`src/rtl/core/dla_pkg.sv`:
```
package dla_pkg;

  // Capacity of the operation store, one cell per entry.
  localparam int unsigned MaxOps = 64;

  // Fixed field widths.
  localparam int unsigned TensW = 8;
  localparam int unsigned LvlW  = 6;
  localparam int unsigned IdxW  = 6;

  // Stored-op count, 0 .. MaxOps inclusive.
  localparam int unsigned CntW = $clog2(MaxOps + 1);

  localparam logic [LvlW-1:0] LevelTop = {LvlW{1'b1}};
  localparam logic [IdxW-1:0] IdxFull  = {IdxW{1'b1}};

  // Query travelling down the cell chain.
  typedef struct packed {
    logic             valid;
    logic             has_b;
    logic [TensW-1:0] read_a;
    logic [TensW-1:0] read_b;
    logic [TensW-1:0] write_t;
    logic [LvlW-1:0]  acc;     // running level of this op
    logic [CntW-1:0]  rem;     // stored entries still to compare
    logic             stored;  // op written into its cell
  } token_t;

  typedef struct packed {
    logic [LvlW-1:0] level;
    logic [LvlW-1:0] peak_level;
    logic [IdxW-1:0] op_index;
    logic            overflow;
  } result_t;

  typedef enum logic [2:0] {
    S_IDLE = 3'b001,
    S_WALK = 3'b010,
    S_HOLD = 3'b100
  } state_e;

endpackage

```
`src/rtl/core/dla_cell.sv`:
```
module dla_cell (
  input  logic            clk_i,
  input  logic            rst_ni,
  input  dla_pkg::token_t tok_i,
  output dla_pkg::token_t tok_o
);

  // Stored operation, undefined until written.
  logic [dla_pkg::TensW-1:0] ent_ra_q;
  logic [dla_pkg::TensW-1:0] ent_rb_q;
  logic                      ent_hb_q;
  logic [dla_pkg::TensW-1:0] ent_wr_q;
  logic [dla_pkg::LvlW-1:0]  ent_lvl_q;

  dla_pkg::token_t          tok_d;
  dla_pkg::token_t          tok_q;
  logic                     hit;
  logic                     wr_en;
  logic [dla_pkg::LvlW-1:0] cand;

  assign hit = (tok_i.read_a == ent_wr_q) ||
               (tok_i.has_b && (tok_i.read_b == ent_wr_q)) ||
               (ent_ra_q == tok_i.write_t) ||
               (ent_hb_q && (ent_rb_q == tok_i.write_t));

  assign cand = (ent_lvl_q == dla_pkg::LevelTop) ? dla_pkg::LevelTop
                                                 : ent_lvl_q + 1'b1;

  always_comb begin
    tok_d = tok_i;
    wr_en = 1'b0;
    if (tok_i.valid) begin
      if (tok_i.rem != '0) begin
        tok_d.rem = tok_i.rem - 1'b1;
        if (hit && (cand > tok_i.acc)) begin
          tok_d.acc = cand;
        end
      end else if (!tok_i.stored) begin
        // first free entry: the op lands here
        tok_d.stored = 1'b1;
        wr_en        = 1'b1;
      end
    end
  end

  always_ff @(posedge clk_i or negedge rst_ni) begin
    if (!rst_ni) begin
      tok_q <= '0;
    end else begin
      tok_q <= tok_d;
    end
  end

  always_ff @(posedge clk_i) begin
    if (wr_en) begin
      ent_ra_q  <= tok_i.read_a;
      ent_rb_q  <= tok_i.has_b ? tok_i.read_b : '0;
      ent_hb_q  <= tok_i.has_b;
      ent_wr_q  <= tok_i.write_t;
      ent_lvl_q <= tok_i.acc;
    end
  end

  assign tok_o = tok_q;

endmodule

```
`config.mk`:
```
export PLATFORM = sky130hd
export DESIGN_NAME = dla_cell
export DESIGN_NICKNAME = d
export VERILOG_FILES = /design/src/rtl/core/dla_pkg.sv /design/src/rtl/core/dla_cell.sv
export SDC_FILE = /design/constraint.sdc
export NUM_CORES = 1
export LEC_CHECK = 0
export ABC_AREA = 1
export BUFFER_PORTS_ARGS = -buffer_cell sky130_fd_sc_hd__clkbuf_2
export CORE_MARGIN = 2
export CORE_UTILIZATION = 30
export CTS_CLUSTER_DIAMETER = 80
export DETAILED_ROUTE_END_ITERATION = 7
export GPL_ROUTABILITY_DRIVEN = 0
export SYNTH_ARGS = -nofsm -noshare
export SYNTH_HDL_FRONTEND = slang
export SYNTH_SLANG_ARGS = --single-unit
```
`constraint.sdc`:
```
create_clock -name clk_i -period 3 [get_ports clk_i]
set_input_delay 0.6 -clock clk_i [delete_from_list [all_inputs] [get_ports clk_i]]
set_output_delay 0.6 -clock clk_i [all_outputs]
set_load 0.01 [all_outputs]
```
==> results_dict.tcl, run 1 <==
set metrics [dict create \
    synth_nets 373 \
    grt_first_pass_wirelength_mm 10.8 \
    yosysSeqAreaShare_pct 61.3 \
    area_delta_synth_final_pct 24.4 \
    via_count 2316 \
    clkSinkCount 71 \
    antenna_found_initial 0 \
    cts_buffers 9 \
    syn_avg_cell_area_um2 9.75 \
    yosys_warnings 0 \
    grt_pass1_vias 2301 \
    p_per_area_nw_per_um2 502 \
    worst_pin_slew_ns 0.992 \
    total_power_uw 1970 \
    cts.repair.resized 0 \
    cts-root-buf "clkbuf_8" \
    viasPerCell 4.17 \
    layout_min_cycle_time_ns 2.33 \
    cpLargestDelayFamily "compound AO/OA/AOI/OAI gates" \
    cts_hold_buf 0 \
    firstDrtPassIters 4 \
    wire_per_inst_um 11.7 \
    cp.required_ns 3.25 \
    synth-seq-cells 71 \
    rsz0062_at_grt "no" \
    netlist_area_um2 3150 \
    clock.fmax_mhz 428 \
    drt_wl_total_mm 6.48 \
    hold_viol 0 \
    maxCapViolations 0 \
    ir_drop_mv 0.148 \
    cp_max_fo 7 \
    leakage_uw 0.00205 \
    finClkSkew_ns 0.00716 \
    synth_cell_types 28 \
    io_pins 82 \
    io_buffers 81 \
    path_clk_slew_ns 0.08 \
    syn_inst 323 \
    tritoncts "built" \
    status "completed" \
    cpPeakStageDelay_ns 0.42 \
    hold_slack_ns 0.398 \
    r2r_slack_ns 0.67 \
    multiInputGateArea_um2 983 \
    drtIter0Drc 78 \
    worstPathCellList "ha_1 > nand2_1 > nor2_1 > inv_1 > nor2_1 > nand2_1 > o21ai_0 > ha_1 > a21oi_1 > o21ai_0 > a21oi_2 > nor2_8 > nand3_1 > nand2_1" \
    antenna_left 0 \
    relSlewSlack_pct 33.8 \
    place_area_um2 3730 \
    antenna_cells 0 \
    hold_class "in2async" \
    global_route.usage.total_pct 12.5 \
    die_area_um2 11300 \
    cts_max_path_buffers 2 \
    drive_gt1_share_pct 26.2 \
    clock_latency_ns 0.35 \
    grt_overflow 0 \
    drc 0 \
    dp.final_hpwl_mm 4.96 \
    dieHeight_um 106 \
    seq_area_um2 1930 \
    fillCellCount 1041 \
    worstPathArrival_ns 2.58 \
    setup_viol 0 \
    slowest_stage "edfxtp_1" \
    std_cell_rows 37 \
    start_kind "register" \
    cpMostUsedCell "nand2_1" \
    nNetsFinal 465 \
    die_w_um 106 \
    start_util_pct 30.6 \
    crit_type "reg2reg" \
    design_area_um2 3920 \
    period_share_pct 77.8 \
    drv_slew 0 \
    postCtsSetupBuffers 0 \
    grt_max_degree 41 \
    path_buf_inv 1 \
    cts_htree_levels 3 \
    end_kind "register" \
    core_um2 10300 \
    fin_tns_setup_ns 0 \
]
-- worst reg2reg max path, cell delays in order (launching register included) --
cell      delay [ns]
edfxtp_1        0.42
ha_1            0.23
nand2_1         0.08
nor2_1          0.06
inv_1           0.07
nor2_1          0.04
nand2_1         0.14
o21ai_0         0.16
ha_1            0.32
a21oi_1         0.15
o21ai_0         0.10
a21oi_2         0.22
nor2_8          0.09
nand3_1         0.10
nand2_1         0.06
-- metal layers --
layer	share of wire (%)	global-route usage (%)	wire (µm)	up-vias
li1	-	-	-	1179
met2	49	21.0	3190	56
met5	0	0	0	-
met4	1.3	5.57	87	0
met1	45	15.1	2890	1072
met3	5.0	3.37	322	9
-- per-stage QoR --
stage | util, % | std cells | setup slack, ns
2_1_floorplan | - | 323 | 0.436
3_3_place_gp | 36.3 | 540 | 0.680
3_5_place_dp | 36.3 | 540 | 0.581
4_1_cts | 38.1 | 556 | 0.662
5_1_grt | 38.1 | 556 | 0.425
6_report | 38.1 | 556 | 0.666
-- cell usage in the layout, fill, tap and decap left out, types with 2 or more instances in the layout --
cell	count
ha_1	8
nand3_1	14
inv_4	3
nor3_1	2
or2_2	2
o22ai_1	2
nand2_4	2
or2_1	4
nand4_1	2
o21ai_0	4
xor2_1	8
nor2_2	3
clkbuf_8	10
edfxtp_1	31
xnor2_1	2
clkbuf_2	81
a21oi_1	6
inv_1	60
dfrtp_1	40
nor2_1	34
nand2_1	89
-- state kept, by name, indices dropped and copies added, names as in the netlist --
| name | count |
|---|---|
| ent_ra_q | 8 |
| ent_wr_q | 8 |
| ent_rb_q | 8 |
| ent_hb_q | 1 |
| tok_o | 40 |
| ent_lvl_q | 6 |
-- cell type report --
class | count | area share [%]
Clock buffer | 12 | 4.25
Clock inverter | 4 | 0.607
Sequential cell | 71 | 49.3
Timing Repair Buffer | 82 | 10.5
Tap cell | 136 | 4.34
Multi-Input combinational cell | 190 | 25.1
Inverter | 61 | 5.84
-- logic make-up after synthesis --
family	synth area share [%]
buffers and inverters	7.51
DFF	61.3
adders and majority gates	3.18
AOI/OAI and AO/OA	3.66
xor gates and xnor gates	2.78
and+or+nand+nor	21.5
-- synthesized netlist by cell type --
cell,number,area share (%)
o22ai_1,2,0.40
a31oi_4,1,0.68
nand3_4,1,0.56
nor2_1,35,4.2
a21boi_1,1,0.24
inv_1,60,7.2
xnor2_1,2,0.56
dfrtp_1,40,32
nand4_1,2,0.40
xor2_1,8,2.2
or2_1,4,0.79
inv_2,1,0.12
nor3_1,2,0.32
nand2_4,2,0.72
a21oi_2,1,0.28
nand3_2,1,0.32
a21oi_1,6,0.95
a21boi_0,1,0.24
nor2_2,2,0.40
nor2_8,1,0.64
edfxtp_1,31,30
ha_1,8,3.2
nand3_1,14,2.2
nand2_1,89,11
o21ai_0,4,0.64
or2_2,2,0.40
buf_4,1,0.24
o21bai_1,1,0.24
-- final timing paths --
path / cells after the start / startpoint / to
max: 14 / ent_lvl_q[0] / tok_o[11]
min: 1 / rst_ni / tok_o[30]
max reg2reg: 14 / ent_lvl_q[0] / tok_o[11]
min reg2reg: 3 / ent_lvl_q[0] / tok_o[8]
max in group asynchronous: 1 / rst_ni / tok_o[1]
min in group clk_i: 1 / tok_i[32] / tok_o[32]
-- power breakdown --
group	internal, µW	switching (µW)	leakage (µW)
sequential	1050	8.52	0.000735
combinational	68.7	110	0.00122
clock	373	360	0.000103
No activity file was read; power rests on OpenSTA's default activity.
==> run 2: changes to the inputs <==
--- a/config.mk
+++ b/config.mk
@@ -5,7 +5,7 @@
 export SDC_FILE = /design/constraint.sdc
 export NUM_CORES = 1
 export LEC_CHECK = 0
-export ABC_AREA = 1
+export ABC_AREA = 0
 export BUFFER_PORTS_ARGS = -buffer_cell sky130_fd_sc_hd__clkbuf_2
 export CORE_MARGIN = 2
 export CORE_UTILIZATION = 30
==> constraint.sdc (replaced) <==
create_clock -name clk_i -period 2.2 [get_ports clk_i]
set_input_delay 0.44 -clock clk_i [delete_from_list [all_inputs] [get_ports clk_i]]
set_output_delay 0.44 -clock clk_i [all_outputs]
set_load 0.01 [all_outputs]
==> results_dict.tcl, run 2 <==
set metrics [dict create \
    p_per_area_nw_per_um2 698 \
    hold_class "in2async" \
    drtIter0Drc 28 \
    path_clk_slew_ns 0.07 \
    synth_fa_ha_area_share_pct 3.49 \
    synth_top_family_by_area "XOR/XNOR gates" \
    reg2reg_depth 9 \
    r2r-end "tok_o[12]" \
    yosysTopAreaCellShare_pct 34.9 \
    die_w_um 102 \
    violations "negative setup slack" \
    via_count 1827 \
    largest_reg_flops 40 \
    period_share_pct 105 \
    synth-simple-area-share_pct 10.2 \
    start_kind "register" \
    hold_slack_ns 0.0853 \
    area_delta_synth_final_pct 32.7 \
    synthArstFlopShare_pct 56.3 \
    drive_gt1_share_pct 42.5 \
    pre_cts_slack_ns -0.158 \
    drt_wl_total_mm 5.94 \
    nNetsFinal 344 \
    synth_common_cells "40 x dfrtp_1, 32 x xor2_1, 31 x edfxtp_1" \
    grt_overflow 0 \
    finClkSkew_ns 0.00674 \
    global_route.usage.total_pct 12.1 \
    multiInputGateArea_um2 1000 \
    dp_cells 410 \
    cp_max_fo 6 \
    yosys-top-cells-area "dfrtp_1 35%, edfxtp_1 32%, xor2_1 9.8%" \
    worstPathArrival_ns 2.54 \
    relSlewSlack_pct 61.0 \
    grt_first_pass_wirelength_mm 9.21 \
    status "finished with violations" \
    antenna_found_initial 0 \
    dieHeight_um 102 \
    end_kind "register" \
    die_area_um2 10400 \
    final_core_util_pct 41.2 \
    synth-edff-count 31 \
    seq_area_um2 1930 \
    grt_max_degree 32 \
    synth_cell_types 30 \
    grt_pass1_vias 1864 \
    syn_avg_cell_area_um2 15.0 \
    antenna_left 0 \
    cts_htree_levels 3 \
    cts_max_path_buffers 2 \
    design_area_um2 3810 \
    clkSinkCount 71 \
    clock_latency_ns 0.34 \
    cts_buffers 9 \
    netlist_area_um2 2870 \
    worst_pin_slew_ns 0.584 \
    rsz0062_at_grt "yes" \
    leakage_uw 0.00165 \
    fillCellCount 891 \
    clock.fmax_mhz 433 \
    start_util_pct 31.0 \
    syn_inst 191 \
    yosysSeqAreaShare_pct 67.3 \
    tritoncts "built" \
    cts-root-buf "clkbuf_8" \
    path_buf_inv 0 \
    io_pins 82 \
    viasPerCell 4.27 \
    drc 0 \
    yosys.area.top_type "dfrtp_1" \
    layout_min_cycle_time_ns 2.31 \
    firstDrtPassIters 4 \
    wire_per_inst_um 13.9 \
    synth_nets 241 \
    synth-seq-cells 71 \
    r2r_slack_ns -0.11 \
    mostFrequentLayoutCells "81 x clkbuf_2, 40 x dfrtp_1, 32 x xor2_1, 31 x edfxtp_1, 10 x buf_4" \
    cpLargestDelayFamily "simple AND/OR/NAND/NOR gates" \
    hold_viol 0 \
    crit_type "reg2reg" \
    synthXorXnorAreaFrac_pct 11.9 \
    mostFrequentLayoutCell "clkbuf_2" \
    drv_slew 0 \
    cts_hold_buf 0 \
    ir_drop_mv 0.229 \
    yosys_warnings 0 \
    worstPathCellList "and3_4 > nand3_1 > nor3_1 > a21oi_1 > ha_1 > and4_4 > a31oi_4 > nand3_4 > mux2_4" \
    synth_most_common_cell "dfrtp_1" \
    layout_setup_ws_ns -0.108 \
    core_um2 9240 \
    slowest_stage "edfxtp_1" \
    cpPeakStageDelay_ns 0.44 \
    maxCapViolations 0 \
    place_area_um2 3550 \
    synth-compound-area-share_pct 2.97 \
    io_buffers 81 \
    synthFlopType "dfrtp_1" \
    std_cell_rows 35 \
    dp.final_hpwl_mm 4.37 \
    post_synth_mux_area_share_pct 2.97 \
    stdcell_count 428 \
    cp.required_ns 2.43 \
    rr_startpoint "ent_lvl_q[0]" \
    antenna_cells 0 \
    setup_viol 6 \
]
-- run 2: what timing repair did --
item	4_1_cts	5_1_grt
buffers inserted	2	0
setup endpoints to repair	6	6
gates resized for setup	9	3
pin swaps	6	4
endpoints found under the hold margin	0	0
-- run 2: logic make-up (layout without fill, tap and decap cells) --
logic type	Yosys count	after routing
and+or+nand+nor	48	48
AOI/OAI and AO/OA	10	10
DFF	71	71
adders and majority gates	8	8
xor gates and xnor gates	39	39
muxes	6	6
buffers and inverters	9	117
-- run 2: how the worst max path moves through the flow --
| stage | startpoint | endpoint | slack, ns | depth (start not counted) |
|---|---|---|---|---|
| 2_1_floorplan | tok_i[6] | ent_hb_q | -0.33 | 2 |
| 3_3_place_gp | ent_lvl_q[0] | tok_o[13] | -0.08 | 11 |
| 3_5_place_dp | ent_lvl_q[0] | tok_o[12] | -0.16 | 10 |
| 4_1_cts | ent_lvl_q[0] | tok_o[13] | -0.1 | 9 |
| 5_1_grt | ent_lvl_q[0] | tok_o[12] | -0.18 | 9 |
| 6_report | ent_lvl_q[0] | tok_o[12] | -0.11 | 9 |
-- run 2: layout make-up --
class                           count  area share [%]
Clock buffer                       10            3.35
Clock inverter                      6            1.35
Inverter                            9           0.888
Multi-Input combinational cell    111            26.3
Sequential cell                    71            50.8
Tap cell                          129            4.24
Timing Repair Buffer               92            13.1
-- run 2: metrics by stage --
stage          power [µW]  TNS [ns]
2_1_floorplan        1560    -10.27
5_1_grt              2780     -1.03
6_report             2660    -0.586
4_1_cts              2690    -0.527
3_5_place_dp         1700    -0.760
3_3_place_gp         1700    -0.406
-- run 2: routing by layer --
metal | track usage, % | part of all wire, %
met5 | 0 | 0
met3 | 2.90 | 5.3
met4 | 6.55 | 2.2
met2 | 19.4 | 48
met1 | 15.2 | 44
-- run 2: report_power, final --
part	internal, µW	total (µW)	switching (µW)	leakage [µW]
Clock	509	982	473	0.0000925
Combinational	103	237	134	0.000820
Sequential	1430	1440	11.8	0.000736
Total	2040	2660	619	0.00165
==> run 3: changes to the inputs <==
--- a/config.mk
+++ b/config.mk
@@ -12,6 +12,7 @@
 export CTS_CLUSTER_DIAMETER = 80
 export DETAILED_ROUTE_END_ITERATION = 7
 export GPL_ROUTABILITY_DRIVEN = 0
+export PLACE_DENSITY = 0.5
 export SYNTH_ARGS = -nofsm -noshare
 export SYNTH_HDL_FRONTEND = slang
 export SYNTH_SLANG_ARGS = --single-unit
==> results_dict.tcl, run 3 (synthesized netlist as in run 2, its figures left out) <==
set metrics [dict create \
    drive_gt1_share_pct 46.5 \
    ir_drop_mv 0.349 \
    r2r-end "tok_o[10]" \
    std_cell_rows 35 \
    cpLargestDelayFamily "simple AND/OR/NAND/NOR gates" \
    die_w_um 102 \
    clock.fmax_mhz 432 \
    wire_per_inst_um 14.6 \
    crit_type "reg2reg" \
    busiest_layer "met2" \
    antenna_left 0 \
    leakage_uw 0.00169 \
    grt_max_degree 32 \
    viasPerCell 4.30 \
    design_area_um2 3910 \
    io_pins 82 \
    layout_min_cycle_time_ns 2.32 \
    mostFrequentLayoutCells "81 x clkbuf_2, 40 x dfrtp_1, 32 x xor2_1, 31 x edfxtp_1, 13 x buf_4" \
    path_clk_slew_ns 0.08 \
    dp_cells 412 \
    clock_latency_ns 0.34 \
    relSlewSlack_pct 67.8 \
    cts_htree_levels 3 \
    r2r_slack_ns -0.12 \
    cp_max_fo 6 \
    dp.final_hpwl_mm 4.57 \
    largest_reg_flops 40 \
    grtUsageMet3_pct 4.28 \
    antenna_cells 0 \
    hold_class "in2reg" \
    setup_viol 6 \
    mostFrequentLayoutCell "clkbuf_2" \
    rsz0062_at_grt "yes" \
    area_delta_synth_final_pct 36.4 \
    worst_pin_slew_ns 0.479 \
    drc 0 \
    grt_overflow 0 \
    firstDrtPassIters 4 \
    start_kind "register" \
    cts-root-buf "clkbuf_8" \
    tritoncts "built" \
    maxCapViolations 0 \
    min-delay-start "tok_i[28]" \
    end_kind "register" \
    die_area_um2 10400 \
    nNetsFinal 348 \
    worstPathCellList "ha_4 > and3_4 > nand3_4 > nand2_4 > ha_4 > and4_4 > o21ai_2 > nand3b_1 > nand3_4 > mux2_4" \
    core_um2 9240 \
    grtUsageMet2_pct 21.0 \
    p_per_area_nw_per_um2 699 \
    layout_setup_ws_ns -0.116 \
    reg2reg_depth 10 \
    drt_wl_total_mm 6.31 \
    cp.required_ns 2.43 \
    stdcell_count 432 \
    use_met1_pct 16.3 \
    via_count 1856 \
    status "finished with violations" \
    drv_slew 0 \
    worstPathArrival_ns 2.55 \
    place_area_um2 3560 \
    slowest_stage "edfxtp_1" \
    antenna_found_initial 0 \
    fillCellCount 888 \
    hold_end "tok_o[28]" \
    clkSinkCount 71 \
    grt_pass1_vias 1964 \
    cts_buffers 9 \
    grt_first_pass_wirelength_mm 9.83 \
    rr_startpoint "ent_lvl_q[0]" \
    hold_slack_ns 0.234 \
    drtIter0Drc 45 \
    path_buf_inv 0 \
    cpPeakStageDelay_ns 0.45 \
    hold_depth 1 \
    global_route.usage.total_pct 12.9 \
    period_share_pct 105 \
    hold_viol 0 \
    finClkSkew_ns 0.00554 \
    start_util_pct 31.0 \
    dieHeight_um 102 \
    io_buffers 81 \
    violations "negative setup slack" \
    cts_max_path_buffers 2 \
]
-- run 3: cell count changes in the layout (fill, tap and decap cells not counted), sizes merged --
cell,previous run,this run
clkinv,5,1
buf,11,14
clkinvlp,0,3
inv,9,11
clkbuf,91,90
dlygate4sd3,0,1
-- run 3: how the worst max path moves through the flow --
stage	start	to	slack, ns	depth (start not counted)
finish	ent_lvl_q[0]	tok_o[10]	-0.12	10
global route	ent_lvl_q[2]	tok_o[9]	-0.20	10
CTS	ent_lvl_q[0]	tok_o[10]	-0.13	9
detailed placement	ent_lvl_q[0]	tok_o[9]	-0.18	11
global placement	ent_lvl_q[0]	tok_o[13]	-0.07	11
floorplan	tok_i[6]	ent_hb_q	-0.33	2
-- run 3: stage by stage --
stage | setup TNS [ns] | utilization [%] | worst slack (ns) | total power, µW
after floorplan | -10.27 | - | -0.331 | 1560
after global placement | -0.374 | 38.5 | -0.0713 | 1710
after detailed placement | -0.979 | 38.5 | -0.178 | 1710
after CTS | -0.729 | 41.2 | -0.132 | 2780
after global routing | -1.11 | 42.4 | -0.196 | 2870
final | -0.638 | 42.4 | -0.116 | 2730
-- run 3: final cells by class --
cell class / instances / area [µm²] / share of cell area [%]
inverter: 9 / 33.8 / 0.863
clock buffer: 9 / 124 / 3.16
multi-input combinational: 111 / 1050 / 26.9
timing repair buffer: 96 / 533 / 13.6
clock inverter: 7 / 78.8 / 2.01
tap: 129 / 161 / 4.12
sequential: 71 / 1930 / 49.4
-- run 3: where the power goes --
group	internal, µW	switching (µW)
clock	533	523
combinational	106	136
sequential	1420	12.4
total	2060	672
-- run 3: repair_timing --
item,in CTS,in global routing
hold buffers,1,0
cloned,0,0
endpoints found under the setup margin,6,6
setup buffers,1,2
hold endpoints to repair,6,0
resized for setup,7,14
pin swaps,5,6
-- run 3: routing by layer --
metal  share of wire (%)  routed length, µm
met2                  49               3090
met1                  44               2760
met4                 1.4                 90
met5                   0                  0
met3                 5.9                369
